## src/hw/rtl/u8lw_pkg.sv

```systemverilog
package u8lw_pkg;

  // configuration register indexes
  typedef enum logic [1:0] {
    RegLineWidth  = 2'd0,
    RegNarrowWidth = 2'd1,
    RegWideWidth  = 2'd2,
    RegByteLimit  = 2'd3
  } cfg_reg_e;

  localparam int unsigned CfgIdxW  = 2;
  localparam int unsigned CfgDataW = 10;

  // reset values of the configuration registers
  localparam logic [9:0] LineWidthRst  = 10'd128;
  localparam logic [6:0] NarrowWidthRst = 7'd8;
  localparam logic [6:0] WideWidthRst  = 7'd16;
  localparam logic [7:0] ByteLimitRst  = 8'd48;

  // result kinds
  localparam logic KindByte = 1'b0;
  localparam logic KindEol  = 1'b1;

  typedef struct packed {
    logic [9:0] line_width_px;
    logic [6:0] narrow_width_px;
    logic [6:0] wide_width_px;
    logic [7:0] line_byte_limit;
  } cfg_t;

  // one queue entry: everything a single text byte causes
  typedef struct packed {
    logic            brk;     // end of line before the bytes
    logic [2:0]      nbytes;  // text bytes to pass on, 0 to 4
    logic [3:0][7:0] bytes;
    logic            eol;     // end of line after the bytes
  } cmd_t;

endpackage

```

## src/hw/rtl/u8lw_front.sv

```systemverilog
module u8lw_front (
  input  logic            clk_i,
  input  logic            rst_ni,
  input  u8lw_pkg::cfg_t  cfg_i,
  input  logic            valid_i,
  input  logic [7:0]      text_byte_i,
  input  logic            end_of_text_i,
  output logic            cmd_push_o,
  output u8lw_pkg::cmd_t  cmd_o
);
  import u8lw_pkg::*;

  localparam logic [7:0] ByteLf = 8'h0A;
  localparam logic [7:0] ByteCr = 8'h0D;

  function automatic logic [1:0] lead_need(input logic [7:0] b);
    logic [1:0] need;
    need = 2'd0;
    if ((b & 8'hE0) == 8'hC0) begin
      need = 2'd1;
    end else if ((b & 8'hF0) == 8'hE0) begin
      need = 2'd2;
    end else if ((b & 8'hF8) == 8'hF0) begin
      need = 2'd3;
    end
    return need;
  endfunction

  logic [10:0] pos_q, pos_d;
  logic [7:0]  cnt_q, cnt_d;
  logic [1:0]  need_q, need_d;
  logic [1:0]  hc_q, hc_d;
  logic [7:0]  held_q [3];
  logic        held_we;
  logic [1:0]  held_idx;
  cmd_t        cmd;

  always_comb begin : p_next
    logic        place;
    logic        fin;
    logic        do_brk;
    logic [6:0]  w;
    logic [2:0]  c;
    logic [1:0]  slot;
    logic [11:0] pos_sum;
    logic [8:0]  cnt_sum;
    pos_d    = pos_q;
    cnt_d    = cnt_q;
    need_d   = need_q;
    hc_d     = hc_q;
    held_we  = 1'b0;
    held_idx = hc_q;
    cmd      = '0;
    place    = 1'b0;
    fin      = 1'b0;
    w        = cfg_i.narrow_width_px;
    c        = 3'd1;
    slot     = 2'd0;
    if (text_byte_i == 8'h00) begin
      fin = 1'b1;
    end else begin
      if (need_q != 2'd0) begin
        // trailing byte
        need_d = need_q - 2'd1;
        if (need_q == 2'd1) begin
          place = 1'b1;
          w     = cfg_i.wide_width_px;
          c     = {1'b0, hc_q} + 3'd1;
          slot  = hc_q;
          hc_d  = 2'd0;
        end else begin
          held_we = 1'b1;
          hc_d    = hc_q + 2'd1;
        end
      end else if (!text_byte_i[7]) begin
        if (text_byte_i == ByteLf || text_byte_i == ByteCr) begin
          cmd.brk = (cnt_q != 8'd0);
          pos_d   = '0;
          cnt_d   = '0;
        end else begin
          place = 1'b1;
        end
      end else if (lead_need(text_byte_i) != 2'd0) begin
        held_we  = 1'b1;
        held_idx = 2'd0;
        hc_d     = 2'd1;
        need_d   = lead_need(text_byte_i);
      end
      fin = end_of_text_i;
    end

    pos_sum = {1'b0, pos_q} + 12'(w);
    cnt_sum = {1'b0, cnt_q} + 9'(c);
    do_brk  = place && (cnt_q != 8'd0) &&
              ((pos_sum > {2'b00, cfg_i.line_width_px}) ||
               (cnt_sum >= {1'b0, cfg_i.line_byte_limit}));
    if (place) begin
      cmd.brk    = do_brk;
      cmd.nbytes = c;
      for (int i = 0; i < 3; i++) begin
        cmd.bytes[i] = (2'(i) == slot) ? text_byte_i : held_q[i];
      end
      cmd.bytes[3] = text_byte_i;
      pos_d = do_brk ? 11'(w) : pos_sum[10:0];
      cnt_d = do_brk ? 8'(c) : cnt_sum[7:0];
    end
    if (fin) begin
      cmd.eol = (cnt_d != 8'd0);
      pos_d   = '0;
      cnt_d   = '0;
      need_d  = '0;
      hc_d    = '0;
    end
  end

  always_ff @(posedge clk_i or negedge rst_ni) begin
    if (!rst_ni) begin
      pos_q  <= '0;
      cnt_q  <= '0;
      need_q <= '0;
      hc_q   <= '0;
    end else if (valid_i) begin
      pos_q  <= pos_d;
      cnt_q  <= cnt_d;
      need_q <= need_d;
      hc_q   <= hc_d;
    end
  end

  always_ff @(posedge clk_i) begin
    if (valid_i && held_we && held_idx != 2'd3) begin
      held_q[held_idx] <= text_byte_i;
    end
  end

  assign cmd_o      = cmd;
  assign cmd_push_o = valid_i && (cmd.brk || cmd.nbytes != 3'd0 || cmd.eol);

  // a character is being assembled exactly when bytes are held
  a_need_held : assert property (@(posedge clk_i) disable iff (!rst_ni)
    (need_q == 2'd0) == (hc_q == 2'd0))
    else $error("held count out of step with bytes still needed");

endmodule

```

## src/hw/rtl/u8lw_cmd_fifo.sv

```systemverilog
module u8lw_cmd_fifo #(
  parameter int unsigned Depth = 4
) (
  input  logic            clk_i,
  input  logic            rst_ni,
  input  logic            push_i,
  input  u8lw_pkg::cmd_t  data_i,
  output logic            full_o,
  input  logic            pop_i,
  output u8lw_pkg::cmd_t  data_o,
  output logic            empty_o
);
  import u8lw_pkg::*;

  localparam int unsigned AW   = (Depth > 1) ? $clog2(Depth) : 1;
  localparam int unsigned CntW = $clog2(Depth + 1);
  localparam logic [AW-1:0]   LastPtr  = AW'(Depth - 1);
  localparam logic [CntW-1:0] DepthCnt = CntW'(Depth);

  cmd_t            mem_q [Depth];
  logic [AW-1:0]   wptr_q, rptr_q;
  logic [CntW-1:0] cnt_q;
  logic            do_push, do_pop;

  assign full_o  = (cnt_q == DepthCnt);
  assign empty_o = (cnt_q == '0);
  assign do_push = push_i && !full_o;
  assign do_pop  = pop_i && !empty_o;
  assign data_o  = mem_q[rptr_q];

  always_ff @(posedge clk_i or negedge rst_ni) begin
    if (!rst_ni) begin
      wptr_q <= '0;
      rptr_q <= '0;
      cnt_q  <= '0;
    end else begin
      if (do_push) begin
        wptr_q <= (wptr_q == LastPtr) ? '0 : wptr_q + AW'(1);
      end
      if (do_pop) begin
        rptr_q <= (rptr_q == LastPtr) ? '0 : rptr_q + AW'(1);
      end
      if (do_push && !do_pop) begin
        cnt_q <= cnt_q + CntW'(1);
      end else if (do_pop && !do_push) begin
        cnt_q <= cnt_q - CntW'(1);
      end
    end
  end

  always_ff @(posedge clk_i) begin
    if (do_push) begin
      mem_q[wptr_q] <= data_i;
    end
  end

  a_no_push_full : assert property (@(posedge clk_i) disable iff (!rst_ni)
    push_i |-> !full_o)
    else $error("command pushed into a full queue");

  a_cnt_bound : assert property (@(posedge clk_i) disable iff (!rst_ni)
    cnt_q <= DepthCnt)
    else $error("queue fill count beyond depth");

endmodule

```

## src/hw/rtl/u8lw_back.sv

```systemverilog
module u8lw_back (
  input  logic            clk_i,
  input  logic            rst_ni,
  input  u8lw_pkg::cmd_t  cmd_i,
  input  logic            cmd_empty_i,
  output logic            cmd_pop_o,
  output logic            empty_o,
  input  logic            pop_i,
  output logic            kind_o,
  output logic [7:0]      out_byte_o,
  output logic            last_of_run_o
);
  import u8lw_pkg::*;

  cmd_t       cur_q;
  logic       cur_valid_q;
  logic [2:0] idx_q;
  logic [2:0] cur_n;
  logic [2:0] j;
  logic       is_last;
  logic       pop_acc;
  logic       load;

  assign cur_n   = {2'b00, cur_q.brk} + cur_q.nbytes + {2'b00, cur_q.eol};
  assign j       = idx_q - {2'b00, cur_q.brk};
  assign is_last = (idx_q == cur_n - 3'd1);
  assign pop_acc = pop_i && cur_valid_q;
  assign load    = !cmd_empty_i && (!cur_valid_q || (pop_acc && is_last));

  assign empty_o       = !cur_valid_q;
  assign cmd_pop_o     = load;
  assign last_of_run_o = is_last;

  always_comb begin
    kind_o     = KindEol;
    out_byte_o = 8'h00;
    if (cur_q.brk && idx_q == 3'd0) begin
      kind_o = KindEol;
    end else if (j < cur_q.nbytes) begin
      kind_o     = KindByte;
      out_byte_o = cur_q.bytes[j[1:0]];
    end
  end

  always_ff @(posedge clk_i or negedge rst_ni) begin
    if (!rst_ni) begin
      cur_valid_q <= 1'b0;
      idx_q       <= '0;
    end else if (load) begin
      cur_valid_q <= 1'b1;
      idx_q       <= '0;
    end else if (pop_acc) begin
      cur_valid_q <= !is_last;
      idx_q       <= idx_q + 3'd1;
    end
  end

  always_ff @(posedge clk_i) begin
    if (load) begin
      cur_q <= cmd_i;
    end
  end

  a_cmd_not_empty : assert property (@(posedge clk_i) disable iff (!rst_ni)
    cur_valid_q |-> (cur_n != 3'd0))
    else $error("command without results reached the back end");

  a_idx_range : assert property (@(posedge clk_i) disable iff (!rst_ni)
    cur_valid_q |-> (idx_q < cur_n))
    else $error("result index ran past the command");

endmodule

```

## src/hw/rtl/utf8_text_line_wrapper.sv

```systemverilog
// a text byte's first result reaches the result ports via the queue and the sequencer's register
// throughput: one byte per cycle in while the queue has room, one result per cycle out while popped
// a byte that causes n results (n from 1 to 6) holds the result side until all n are popped;
// the command queue between the byte decoder and the result sequencer absorbs the runs
// reset: line position, byte count and partial character cleared, queue emptied,
// configuration back to its default values; no clearing pass, usable at once
module utf8_text_line_wrapper #(
  parameter int unsigned CmdDepth = 4
) (
  input  logic                            clk_i,
  input  logic                            rst_ni,
  // configuration writes
  input  logic                            cfg_we_i,
  input  logic [u8lw_pkg::CfgIdxW-1:0]    cfg_idx_i,
  input  logic [u8lw_pkg::CfgDataW-1:0]   cfg_wdata_i,
  // text bytes in
  input  logic                            push,
  output logic                            full,
  input  logic [7:0]                      text_byte_i,
  input  logic                            end_of_text_i,
  // results out
  output logic                            empty,
  input  logic                            pop,
  output logic                            kind_o,
  output logic [7:0]                      out_byte_o,
  output logic                            last_of_run_o
);
  import u8lw_pkg::*;

  cfg_t cfg_q;
  logic in_acc;
  logic cmd_push;
  cmd_t cmd_in;
  cmd_t cmd_out;
  logic cmd_full;
  logic cmd_empty;
  logic cmd_pop;

  // configuration registers; the user must write them only while the block is idle, the block does not enforce this
  always_ff @(posedge clk_i or negedge rst_ni) begin
    if (!rst_ni) begin
      cfg_q.line_width_px   <= LineWidthRst;
      cfg_q.narrow_width_px <= NarrowWidthRst;
      cfg_q.wide_width_px   <= WideWidthRst;
      cfg_q.line_byte_limit <= ByteLimitRst;
    end else if (cfg_we_i) begin
      unique case (cfg_reg_e'(cfg_idx_i))
        RegLineWidth:   cfg_q.line_width_px   <= cfg_wdata_i[9:0];
        RegNarrowWidth: cfg_q.narrow_width_px <= cfg_wdata_i[6:0];
        RegWideWidth:   cfg_q.wide_width_px   <= cfg_wdata_i[6:0];
        RegByteLimit:   cfg_q.line_byte_limit <= cfg_wdata_i[7:0];
        default: ;
      endcase
    end
  end

  // a byte is taken whenever the queue has room; the decoder never stalls otherwise
  assign full   = cmd_full;
  assign in_acc = push && !cmd_full;

  // decoder: classifies the byte, tracks line width and byte count, assembles
  // multi-byte characters and turns each byte into one command (or none)
  u8lw_front u_front (
    .clk_i         (clk_i),
    .rst_ni        (rst_ni),
    .cfg_i         (cfg_q),
    .valid_i       (in_acc),
    .text_byte_i   (text_byte_i),
    .end_of_text_i (end_of_text_i),
    .cmd_push_o    (cmd_push),
    .cmd_o         (cmd_in)
  );

  // short command queue so decoder and sequencer stall independently
  u8lw_cmd_fifo #(
    .Depth (CmdDepth)
  ) u_fifo (
    .clk_i   (clk_i),
    .rst_ni  (rst_ni),
    .push_i  (cmd_push),
    .data_i  (cmd_in),
    .full_o  (cmd_full),
    .pop_i   (cmd_pop),
    .data_o  (cmd_out),
    .empty_o (cmd_empty)
  );

  // sequencer: plays one command out as a run of results, one transaction per cycle while results are popped
  u8lw_back u_back (
    .clk_i         (clk_i),
    .rst_ni        (rst_ni),
    .cmd_i         (cmd_out),
    .cmd_empty_i   (cmd_empty),
    .cmd_pop_o     (cmd_pop),
    .empty_o       (empty),
    .pop_i         (pop),
    .kind_o        (kind_o),
    .out_byte_o    (out_byte_o),
    .last_of_run_o (last_of_run_o)
  );

endmodule
```

## config.mk

```make
export PLATFORM = sky130hd
export DESIGN_NAME = utf8_text_line_wrapper
export DESIGN_NICKNAME = d
export VERILOG_FILES = /design/src/hw/rtl/u8lw_pkg.sv /design/src/hw/rtl/u8lw_front.sv /design/src/hw/rtl/u8lw_cmd_fifo.sv /design/src/hw/rtl/u8lw_back.sv /design/src/hw/rtl/utf8_text_line_wrapper.sv
export SDC_FILE = /design/constraint.sdc
export NUM_CORES = 1
export LEC_CHECK = 0
export ABC_AREA = 1
export BUFFER_PORTS_ARGS = -buffer_cell sky130_fd_sc_hd__buf_2
export CAP_MARGIN = 40
export CORE_ASPECT_RATIO = 1.75
export CORE_MARGIN = 3
export CORE_UTILIZATION = 35
export DETAILED_ROUTE_END_ITERATION = 6
export PLACE_DENSITY = 0.5
export SLEW_MARGIN = 20
export SYNTH_ARGS = -nofsm -noshare
export SYNTH_HDL_FRONTEND = slang
export SYNTH_SLANG_ARGS = --single-unit
```

## constraint.sdc

```tcl
create_clock -name clk_i -period 6.47 [get_ports clk_i]
set_input_delay 1.294 -clock clk_i [delete_from_list [all_inputs] [get_ports clk_i]]
set_output_delay 1.294 -clock clk_i [all_outputs]
set_load 0.05 [all_outputs]
```

* Word level (Yosys, flattened, before mapping) *
Memory sizes are Yosys's and may differ from the RTL's. A register that Yosys moved wholly into a read port is not among the register bits.
Index checks and enable logic that the tools add are counted.

word-level totals
  register bits = 66
  bits in latches = 0
  memory bits (writable) = 172
  memory bits (read-only) = 0
  input bits = 26
  output and inout port bits = 12
  logic and storage cells = 181
  memories kept = 2

cells by class
  add/subtract/negate cells = 14
  multipliers = 0
  divide/modulo/power cells = 0
  $lt $le $gt $ge = 4
  equality and inequality tests = 20
  shifts and indexed selects = 0
  muxes and demuxes = 82
  bitwise gates (word level) = 0
  reduce and logical (&&, ||, !) cells = 46

memories
  memory          words  bits a word  rd ports  clocked after Yosys merged registers in  write ports  RTL line             text
  u_fifo.mem_q    4      37           1         1                                        1            u8lw_cmd_fifo.sv:20  cmd_t mem_q [Depth];
  u_front.held_q  3      8            3         0                                        1            u8lw_front.sv:33     logic [7:0] held_q [3];

operator list
  kind                                                                      count
  8-bit two-way mux                                                         13
  11-bit two-way mux                                                        7
  2-bit two-way mux                                                         26
  36-bit two-way mux                                                        1
  1-bit two-way mux                                                         24
  3-bit two-way mux                                                         7
  7-bit two-way mux                                                         3
  8-bit binary-select mux with 2-bit select                                 1
  8-bit by 4-bit == test with 1-bit output (second input constant)          2
  8-bit nonzero test                                                        2
  1-bit logical AND                                                         14
  11-bit by 7-bit adder with 12-bit output                                  1
  12-bit by 10-bit greater-than comparator with 1-bit output                1
  3-bit nonzero test                                                        4
  8-bit by 3-bit adder with 9-bit output                                    1
  9-bit by 8-bit greater-or-equal comparator with 1-bit output              1
  3-bit by 1-bit inequality test with 1-bit output (second input constant)  3
  2-bit == test (second input constant)                                     4
  8-bit zero test                                                           1
  2-bit AND reduction                                                       4
  2-bit nonzero test                                                        4
  2-bit by 1-bit adder with 2-bit output (second input constant)            3
  3-bit by 1-bit adder with 3-bit output (second input constant)            2
  3-bit == test (second input constant)                                     2
  other kinds (22)                                                          35

* Depth between registers and ports, before layout *
Gate-level depths: netlist of the first run.

  word-level depth = 19
  depth in mapped cells = 44
  gate-level depth less buffers = 43

* Cells and area by module *
From an unflattened synthesis of the first run, not the netlist that was laid out.

second synthesis, totals
  cell total of the unflattened synthesis = 1323
  area total of the unflattened synthesis = 13450.4 um^2

by module, submodules not included
  module                  times used  cells an instance  area an instance (um^2)  sequential area each (um^2)
  u8lw_cmd_fifo           1           492                6389.9                   4619.4
  u8lw_front              1           518                3799.9                   1296.2
  u8lw_back               1           167                1869.3                   1211.2
  utf8_text_line_wrapper  1           146                1391.3                   807.0

* Worst setup path before layout of the first run *
No wires, ideal clock.

  kind = in2reg
  from = in text_byte_i[4]
  to = mem u_fifo.mem_q[3][0] (netlist name), enable pin
  setup time = 431 ps
  arrival = 6383 ps
  data required time = 6039 ps
  slack = -344 ps
  stages = 36
  buffers on the path = 2
  cells stage by stage = inv_2 nand2_1 nor3_4 nand2_4 inv_2 nor2_1 nand2_2 nor2_1 clkbuf_1 inv_1 ha_1 fa_1 nand2_1 a21oi_1 xor2_1 inv_1 ha_1 nand2_1 inv_1 nand3b_1 nand3_1 nand2_1 a21boi_0 nor2_1 nand3_2 nand2_2 buf_6 nand2_1 nand3_1 nand2_1 nor2_1 nand2_1 nand2_2 nand2_2 nand2_4 nor2_1

on the way
  cells in the longest elaborated chain, start to end = 17
  elaborated cells between the ends (all ways) = 38
  those cells by class = add/sub (2); order compare (2); eq/ne (2); mux (21); reduce/logical (11)

RTL lines
  what                                                                                               RTL line                      text
  start: declaration                                                                                 utf8_text_line_wrapper.sv:19  input logic [7:0] text_byte_i,
  parallel branches: the longest is 12 deep, another holds 11-bit by 7-bit adder with 12-bit output  --
  1-bit logical OR (*)                                                                               u8lw_front.sv:137             assign cmd_push_o = valid_i && (cmd.brk || cmd.nbytes != 3'd0 || cmd.eol);
  1-bit logical AND (*)                                                                              u8lw_front.sv:137
  1-bit logical AND (*)                                                                              u8lw_cmd_fifo.sv:27           assign do_push = push_i && !full_o;
  1-bit two-way mux (*)                                                                              u8lw_cmd_fifo.sv:52           if (do_push) begin
  1-bit two-way mux (not written as such) (*)                                                        u8lw_cmd_fifo.sv:53           mem_q[wptr_q] <= data_i;
  end: declaration                                                                                   u8lw_cmd_fifo.sv:20

Every way passes the cells marked *.

==> results of run 1 <==
logic make-up (layout without fill, tap and decap cells):
group	after synthesis	in the layout	synth area share
adder cells (fa/ha/maj)	48	48	0.0498
AND/OR/NAND/NOR	369	369	0.124
flip-flops	275	275	0.626
multiplexers	8	8	0.00642
buffers and inverters	185	273	0.0562
XOR/XNOR	21	21	0.0145
AO/OA/AOI/OAI	290	290	0.123
power by group:
part           switching, mW  internal (mW)  leakage [nW]
clock network          0.653          0.820         0.386
registers              0.166           2.52          2.75
logic                   2.22          0.933          2.82
total                   3.04           4.27          5.95
how the worst min path moves through the flow:
stage	depth (start not counted)	endpoint	slack, ns	from
after floorplan	2	cfg_q[10]	0.45	cfg_q[10]
after global placement	2	cfg_q[13]	0.47	cfg_q[13]
after detailed placement	2	cfg_q[28]	0.47	cfg_q[28]
after CTS	2	cfg_q[28]	0.49	cfg_q[28]
after global routing	2	cfg_q[6]	0.51	cfg_q[6]
final	2	cfg_q[7]	0.49	cfg_q[7]
area by class of cell:
cell class / count / area (µm²)
clock inverter: 10 / 85.1
timing repair buffer: 84 / 608
clock buffer: 37 / 723
tap: 465 / 582
fill: 3486 / 21000
inverter: 142 / 536
multi-input combinational: 736 / 4060
sequential: 275 / 7940
layout by cell type (no fill, tap or decap), types with 7 or more instances in the layout:
master / count
nand3_1: 39
inv_2: 7
o21ai_0: 174
mux2i_1: 7
buf_2: 37
clkbuf_16: 27
ha_1: 44
xor2_1: 16
o22ai_1: 42
a21oi_1: 54
inv_1: 130
dfrtp_1: 60
buf_4: 42
clkbuf_1: 9
edfxtp_1: 209
nor2_1: 154
nor2_4: 7
clkinv_1: 7
nand2_1: 142
through the flow:
stage                     cells  power (mW)  area (µm²)  TNS [ns]   util
after floorplan            1196        4.88       12700    -50.92      -
after global placement     1699        5.90       13700         0  0.385
after detailed placement   1701        5.95       13700  -0.00210  0.385
after CTS                  1748        7.44       14500         0  0.408
after global routing       1749        7.83       14500         0  0.409
final                      1749        7.31       14500         0  0.409
flip-flops by register name, indices dropped and copies added (netlist names):
register and count:
u_front.cnt_q 8, cfg_q 32, u_back.cur_valid_q 1, u_fifo.mem_q 148, u_fifo.wptr_q 2, u_back.idx_q 3
u_front.pos_q 11, u_fifo.rptr_q 2, u_fifo.cnt_q 3, u_front.held_q 24, u_front.hc_q 2, u_front.need_q 2
u_back.cur_q 37
per-layer routing:
layer  wire (µm)  track usage
met1       11800        0.175
met2       17400        0.321
met3        1010       0.0177
met4         992       0.0562
met5           0            0
worst min-delay path, delay by kind of cell (launching register included):
family	cells	cell delay (ns)
flip-flops	1	0.34
AO/OA/AOI/OAI	1	0.06
AND/OR/NAND/NOR	1	0.05
==> flow_metrics.tcl, run 1 <==
set metrics [dict create \
    crit_buf_inv 9 \
    synth_top_area_cell "edfxtp_1" \
    synth_area_leaders "edfxtp_1 (50%), dfrtp_1 (12%), o21ai_0 (6.9%)" \
    critPathCaptureType "flop" \
    ant_nets 0 \
    top_level_ports 38 \
    ctsHtreeMaxLevel 1 \
    vias 8653 \
    seq_area_frac_synth 0.626 \
    tritoncts "built" \
    antenna_cells 0 \
    rows 91 \
    cp_top_family "simple AND/OR/NAND/NOR gates" \
    clk_path_buf_depth 3 \
    slowest_delay_ns 0.41 \
    ys_warn_count 0 \
    ys.flop_type "edfxtp_1" \
    synth_nets 1270 \
    max-vdd-ir-drop_mv 0.246 \
    cts_setup_buffers 0 \
    root_buffer "clkbuf_16" \
    finalSetupViolCount 0 \
    required_ns 6.89 \
    slowest_stage "fa_1" \
    postCtsHoldBufs 0 \
    place_ws_ns -0.00210 \
    whs_ns 0.485 \
    setup_ws_ns 0.596 \
    syn2layout_area_growth_pct 14.6 \
    min_period_ns 5.87 \
    dieHeight_um 258 \
    netlist-cell-type-count 48 \
    static-leakage-power_nw 5.95 \
    die_width_um 150 \
    drv_slew 0 \
    rr_startpoint "u_front.need_q[1]" \
    synth_edf_count 209 \
    crit_end "u_fifo.cnt_q[1]" \
    cts.sinks 275 \
    grt_antenna_before_repair 0 \
    routed_wl_um 31200 \
    synth.most_common_cell "edfxtp_1" \
    powerDensity_nw_per_um2 503 \
    critPathLaunchType "input pin" \
    wl_per_cell_um 17.8 \
    ys_top_cells_by_count "edfxtp_1 (209), o21ai_0 (174), nor2_1 (158)" \
    final_nets 1339 \
    ys_ff_latch 275 \
    grt_use_total 0.163 \
    insertion_delay_ns 0.54 \
    overflow 0 \
    worstPathArrival_ns 6.29 \
    hold_viol_final 0 \
    first_pass_iters 5 \
    synth_top_area_frac 0.495 \
    dr.first_iter.drc_count 506 \
    final_layout_size_suffix_gt1_frac 0.127 \
    grt_pass1_wl_um 48700 \
    holdCritPathClass "reg2reg" \
    cp.depth 36 \
    slew-limit-headroom 0.441 \
    drc 0 \
    netlist_instances 1196 \
    rsz0062_at_grt "false" \
    crit_type "in2reg" \
    drv_cap 0 \
    crit_path_frequent_cell "inv_1" \
    syn_area_per_cell_um2 10.6 \
    cp_max_fo 10 \
    cts-buffers-inserted 26 \
    dieArea_um2 38600 \
    portBuffers 37 \
    cts_resized 0 \
    grt_pass1_vias 8791 \
    tightestPinTransition_ns 0.838 \
    outcome "complete, no violations" \
    fin_crit_sh 0.908 \
    dp_hpwl_um 21200 \
    ys_async_sr_fraction 0.240 \
    routed_via_density 4.95 \
    startpoint "text_byte_i[5]" \
    skew_ns 0.00969 \
    grt_max_degree 78 \
    ff2ff_path_depth 30 \
    syn_area_um2 12700 \
    max_freq_mhz 170 \
    start_util 0.357 \
    clk_pin_slew_ns 0.06 \
    gp_congestion 0.832 \
    timing.rr.end "u_fifo.cnt_q[1]" \
    core_area_um2 35500 \
    rrSetupSlack_ns 1.33 \
]
Note: power is estimated with default switching activity, not from simulation.
==> run 2: changes to the inputs <==
- CORE_UTILIZATION: 35 -> 63
- PLACE_DENSITY: 0.5 -> 0.8
- SYNTH_HIERARCHICAL: not set -> 1
==> flow_metrics.tcl, run 2 <==
set metrics [dict create \
    tritoncts "built" \
    postCtsHoldBufs 0 \
    finalSetupViolCount 0 \
    grt_antenna_before_repair 0 \
    root_buffer "clkbuf_16" \
    crit_buf_inv 4 \
    clk_pin_slew_ns 0.07 \
    holdCritPathClass "reg2reg" \
    ys_async_sr_fraction 0.240 \
    ctsHtreeMaxLevel 1 \
    ys.flop_type "edfxtp_1" \
    cts.sinks 275 \
    postPlaceCellArea_um2 14000 \
    netlist-cell-type-count 45 \
    critPathCaptureType "flop" \
    rsz0062_at_grt "false" \
    vias 9555 \
    critPathLaunchType "input pin" \
    rrSetupSlack_ns 1.23 \
    portBuffers 37 \
    ant_nets 0 \
    hold_path_startpoint "cfg_q[29]" \
    holdPathStages 2 \
    outcome "complete, no violations" \
    insertion_delay_ns 0.52 \
    gp_congestion 0.954 \
    ys_top_cells_by_count "nand2_1 (304), edfxtp_1 (209), inv_1 (199)" \
    routed_wl_um 29500 \
    required_ns 6.87 \
    max_freq_mhz 166 \
    crit_path_frequent_cell "nand2_1" \
    ys_warn_count 6 \
    top_level_ports 38 \
    slowest_stage "fa_1" \
    synth_nets 1396 \
    final_nets 1448 \
    cts_setup_buffers 0 \
    crit_type "in2reg" \
    largest_registers "u_fifo/mem_q: 148 flops, u_back/cur_q: 37 flops, cfg_q: 32 flops" \
    slew-limit-headroom 0.445 \
    wl_per_cell_um 17.9 \
    cp_top_family "simple AND/OR/NAND/NOR gates" \
    netlist_instances 1323 \
    synth_top_area_cell "edfxtp_1" \
    dp_hpwl_um 20600 \
    synth_area_leaders "edfxtp_1 (47%), dfrtp_1 (11%), nand2_1 (8.5%)" \
    syn_area_per_cell_um2 10.2 \
    final_area_um2 14900 \
    holdPathEnd "cfg_q[29]" \
    grt_pass1_vias 9685 \
    rows 70 \
    max-vdd-ir-drop_mv 0.299 \
    grt_use_total 0.261 \
    grt_pass1_wl_um 47300 \
    routed_via_density 5.81 \
    drv_cap 0 \
    ff2ff_path_depth 30 \
    synth_top_area_frac 0.467 \
    ys_ff_latch 275 \
    hold_viol_final 0 \
    start_util 0.643 \
    synth.most_common_cell "nand2_1" \
    syn2layout_area_growth_pct 10.4 \
    antenna_cells 0 \
    syn_area_um2 13500 \
    synth_edf_count 209 \
    first_pass_iters 7 \
    core_area_um2 20900 \
    overflow 0 \
    largest_reg_flops 148 \
    final_layout_size_suffix_gt1_frac 0.121 \
    seq_area_frac_synth 0.590 \
    die_width_um 116 \
    final_common_cell "nand2_1" \
    drv_slew 0 \
    powerDensity_nw_per_um2 464 \
    cts_resized 0 \
    top_register "u_fifo/mem_q" \
    skew_ns 0.0177 \
    tightestPinTransition_ns 0.830 \
    slowest_delay_ns 0.41 \
    drc 0 \
    clk_path_buf_depth 3 \
    dieHeight_um 199 \
    min_period_ns 6.02 \
    cts-buffers-inserted 24 \
    fin_util 0.710 \
    grt_max_degree 81 \
    timing.rr.end "u_fifo/cnt_q[1]" \
    static-leakage-power_nw 6.58 \
    dr.first_iter.drc_count 813 \
    worstPathArrival_ns 6.42 \
    cp_max_fo 9 \
    final_cell_mix "nand2_1 (304), edfxtp_1 (209), inv_1 (199), nor2_1 (80), o211ai_1 (67)" \
    rr_startpoint "u_front/need_q[1]" \
    fin_crit_sh 0.930 \
    dieArea_um2 23200 \
]
## run 2: changes by cell type in the layout (fill, tap and decap cells not counted), moves of 5 or more
cell and delta:
o211ai_2 +6, nor2_1 -74, inv_2 +5, nand4_1 +23, nand3_1 +19, o21ai_0 -109
buf_4 -13, nand2_1 +162, o22ai_1 -40, inv_1 +69, o211ai_1 +65, clkbuf_1 -6
## run 2: report_power, final
group | switching, mW | leakage (nW) | internal [mW]
Sequential | 0.192 | 2.75 | 2.43
Combinational | 1.92 | 3.44 | 0.862
Clock | 0.618 | 0.392 | 0.864
## run 2: stage by stage
step | worst slack, ns | hold slack (ns) | setup TNS (ns) | cells | power [mW]
3_3_place_gp | 0.178 | 0.456 | 0 | 1597 | 5.28
4_1_cts | 0.538 | 0.467 | 0 | 1645 | 6.91
3_5_place_dp | 0.0477 | 0.457 | 0 | 1601 | 5.42
6_report | 0.450 | 0.462 | 0 | 1645 | 6.89
5_1_grt | 0.00910 | 0.487 | 0 | 1645 | 7.33
2_1_floorplan | -0.469 | 0.441 | -69.40 | 1323 | 4.67
## run 2: how the worst max path moves through the flow
stage                               from                  to  slack (ns)  cells after the start
final                     text_byte_i[6]     u_fifo/cnt_q[1]        0.45                     34
after global routing      text_byte_i[6]     u_fifo/cnt_q[2]       0.009                     39
after CTS                 text_byte_i[6]     u_fifo/cnt_q[1]        0.54                     33
after detailed placement  text_byte_i[6]     u_fifo/cnt_q[1]        0.05                     34
after global placement    text_byte_i[6]     u_fifo/cnt_q[1]        0.18                     33
after floorplan           text_byte_i[0]  u_fifo/mem_q[0][0]       -0.47                     33
## run 2: kinds of logic after synthesis
logic type,Yosys count,share of synthesized area
buffers and inverters,260,0.0867
AO/OA/AOI/OAI,217,0.102
multiplexers,7,0.00521
adder cells (fa/ha/maj),47,0.0460
flip-flops,275,0.590
AND/OR/NAND/NOR,501,0.160
XOR/XNOR,16,0.0104
## run 2: worst min-delay path, cell delays in order, from the launching register on
cell	delay, ns
dfstp_2	0.37
nand2_1	0.05
nand2_1	0.04
## run 2: layer usage
layer	routed length, µm	GRT usage	part of all wire	up-vias
li1	-	-	-	4561
met1	10500	0.291	0.36	4574
met2	16500	0.493	0.56	339
met3	1480	0.0282	0.050	81
met4	1010	0.106	0.034	0
met5	0	0	0	-
## run 2: area by class of cell
cell class	count	area, µm²
multi-input combinational	788	4400
fill	1485	6080
tap	252	315
inverter	212	796
timing repair buffer	74	578
sequential	275	7940
clock buffer	31	678
clock inverter	13	154
==> run 3: changes to the inputs <==
- REMOVE_ABC_BUFFERS: not set -> 1
==> flow_metrics.tcl, run 3 (synthesis results as in run 2) <==
set metrics [dict create \
    insertion_delay_ns 0.52 \
    top_register "u_fifo/mem_q" \
    final_nets 1451 \
    setup_tns_ns 0 \
    crit_path_frequent_cell "nand2_1" \
    skew_ns 0.00752 \
    rsz0062_at_grt "false" \
    cts.sinks 275 \
    routed_wl_um 29000 \
    setup_ws_ns 0.518 \
    core_area_um2 20900 \
    grt_max_degree 61 \
    numPlacedInstances 1603 \
    overflow 0 \
    drv_cap 0 \
    place_ws_ns -0.0757 \
    grt_pass1_wl_um 46700 \
    vias 9495 \
    finalSetupViolCount 0 \
    syn2layout_area_growth_pct 10.3 \
    clk_path_buf_depth 3 \
    worstPathArrival_ns 6.35 \
    antenna_cells 0 \
    dieArea_um2 23200 \
    static-leakage-power_nw 6.57 \
    drv_slew 0 \
    rows 70 \
    nFillCells 1445 \
    crit_type "in2reg" \
    holdCritPathClass "reg2reg" \
    slowest_delay_ns 0.38 \
    dr.first_iter.drc_count 748 \
    critPathCaptureType "flop" \
    min_period_ns 5.95 \
    cp_max_fo 6 \
    routed_via_density 5.76 \
    final_common_cell "nand2_1" \
    powerDensity_nw_per_um2 459 \
    dp_hpwl_um 19800 \
    die_width_um 116 \
    dieHeight_um 199 \
    drc 0 \
    cts_resized 0 \
    root_buffer "clkbuf_16" \
    final_cells 1648 \
    largest_reg_flops 148 \
    hold_viol_final 0 \
    portBuffers 37 \
    postCtsHoldBufs 0 \
    finalPower_mw 6.80 \
    wl_per_cell_um 17.6 \
    first_pass_iters 5 \
    gp_congestion 0.941 \
    outcome "complete, no violations" \
    cts-buffers-inserted 24 \
    max_freq_mhz 168 \
    clk_pin_slew_ns 0.06 \
    tritoncts "built" \
    required_ns 6.87 \
    critPathLaunchType "input pin" \
    tightestPinTransition_ns 0.786 \
    largest_registers "u_fifo/mem_q: 148 flops, u_back/cur_q: 37 flops, cfg_q: 32 flops" \
    start_util 0.643 \
    final_layout_size_suffix_gt1_frac 0.125 \
    ctsHtreeMaxLevel 1 \
    slowest_stage "fa_1" \
    grt_use_total 0.257 \
    final_cell_mix "nand2_1 (303), edfxtp_1 (209), inv_1 (199), nor2_1 (77), o211ai_1 (67)" \
    grt_pass1_vias 9742 \
    ant_nets 0 \
    cts_setup_buffers 0 \
    fin_util 0.708 \
    grt_antenna_before_repair 0 \
    slew-limit-headroom 0.476 \
    max-vdd-ir-drop_mv 0.323 \
    top_level_ports 38 \
    fin_crit_sh 0.920 \
]
[run 3: path summary, 6_finish.rpt]
path,start,cells after the start,end,slack (ns)
worst max-delay path,text_byte_i[6],40,u_fifo/cnt_q[2],0.52
worst min-delay path,cfg_q[18],2,cfg_q[18],0.47
worst max register to register,u_front/need_q[1],36,u_fifo/cnt_q[2],1.38
worst min register to register,cfg_q[18],2,cfg_q[18],0.47
max in group asynchronous,rst_ni,3,cfg_q[5],5.19
min in group asynchronous,rst_ni,2,cfg_q[28],0.70
[run 3: area by class of cell]
| type | instances | area [µm²] | share of cell area |
|---|---|---|---|
| clock inverter | 14 | 113 | 0.00759 |
| sequential | 275 | 7940 | 0.535 |
| tap | 252 | 315 | 0.0213 |
| inverter | 212 | 796 | 0.0537 |
| clock buffer | 30 | 644 | 0.0434 |
| timing repair buffer | 77 | 616 | 0.0415 |
| multi-input combinational | 788 | 4410 | 0.297 |
[run 3: layer usage]
layer  global-route usage  vias up  routed length, µm  share of wire
met2                0.494      338              16300           0.56
met3               0.0261       82               1460          0.050
met1                0.274     4507              10100           0.35
li1                     -     4568                  -              -
met4                0.121        0               1060          0.037
met5                    0        -                  0              0
[run 3: through the flow]
stage,hold WS (ns),cell area (µm²)
4_1_cts,0.468,14800
3_3_place_gp,0.452,14000
6_report,0.468,14800
3_5_place_dp,0.457,14000
2_1_floorplan,0.441,13100
5_1_grt,0.477,14800
[run 3: critical path, delay by kind of cell]
kind,cells,cell delay (ns)
xor gates and xnor gates,1,0.18
buffers and inverters,7,0.77
and+or+nand+nor,23,2.12
AOI/OAI and AO/OA,4,0.62
muxes,1,0.22
adders and majority gates,4,1.15
[run 3: power by group]
part	internal [mW]	total (mW)	leakage (nW)	switching, mW
clock network	0.755	1.37	0.363	0.619
registers	2.43	2.62	2.75	0.194
logic	0.877	2.81	3.45	1.93
total	4.06	6.80	6.57	2.74
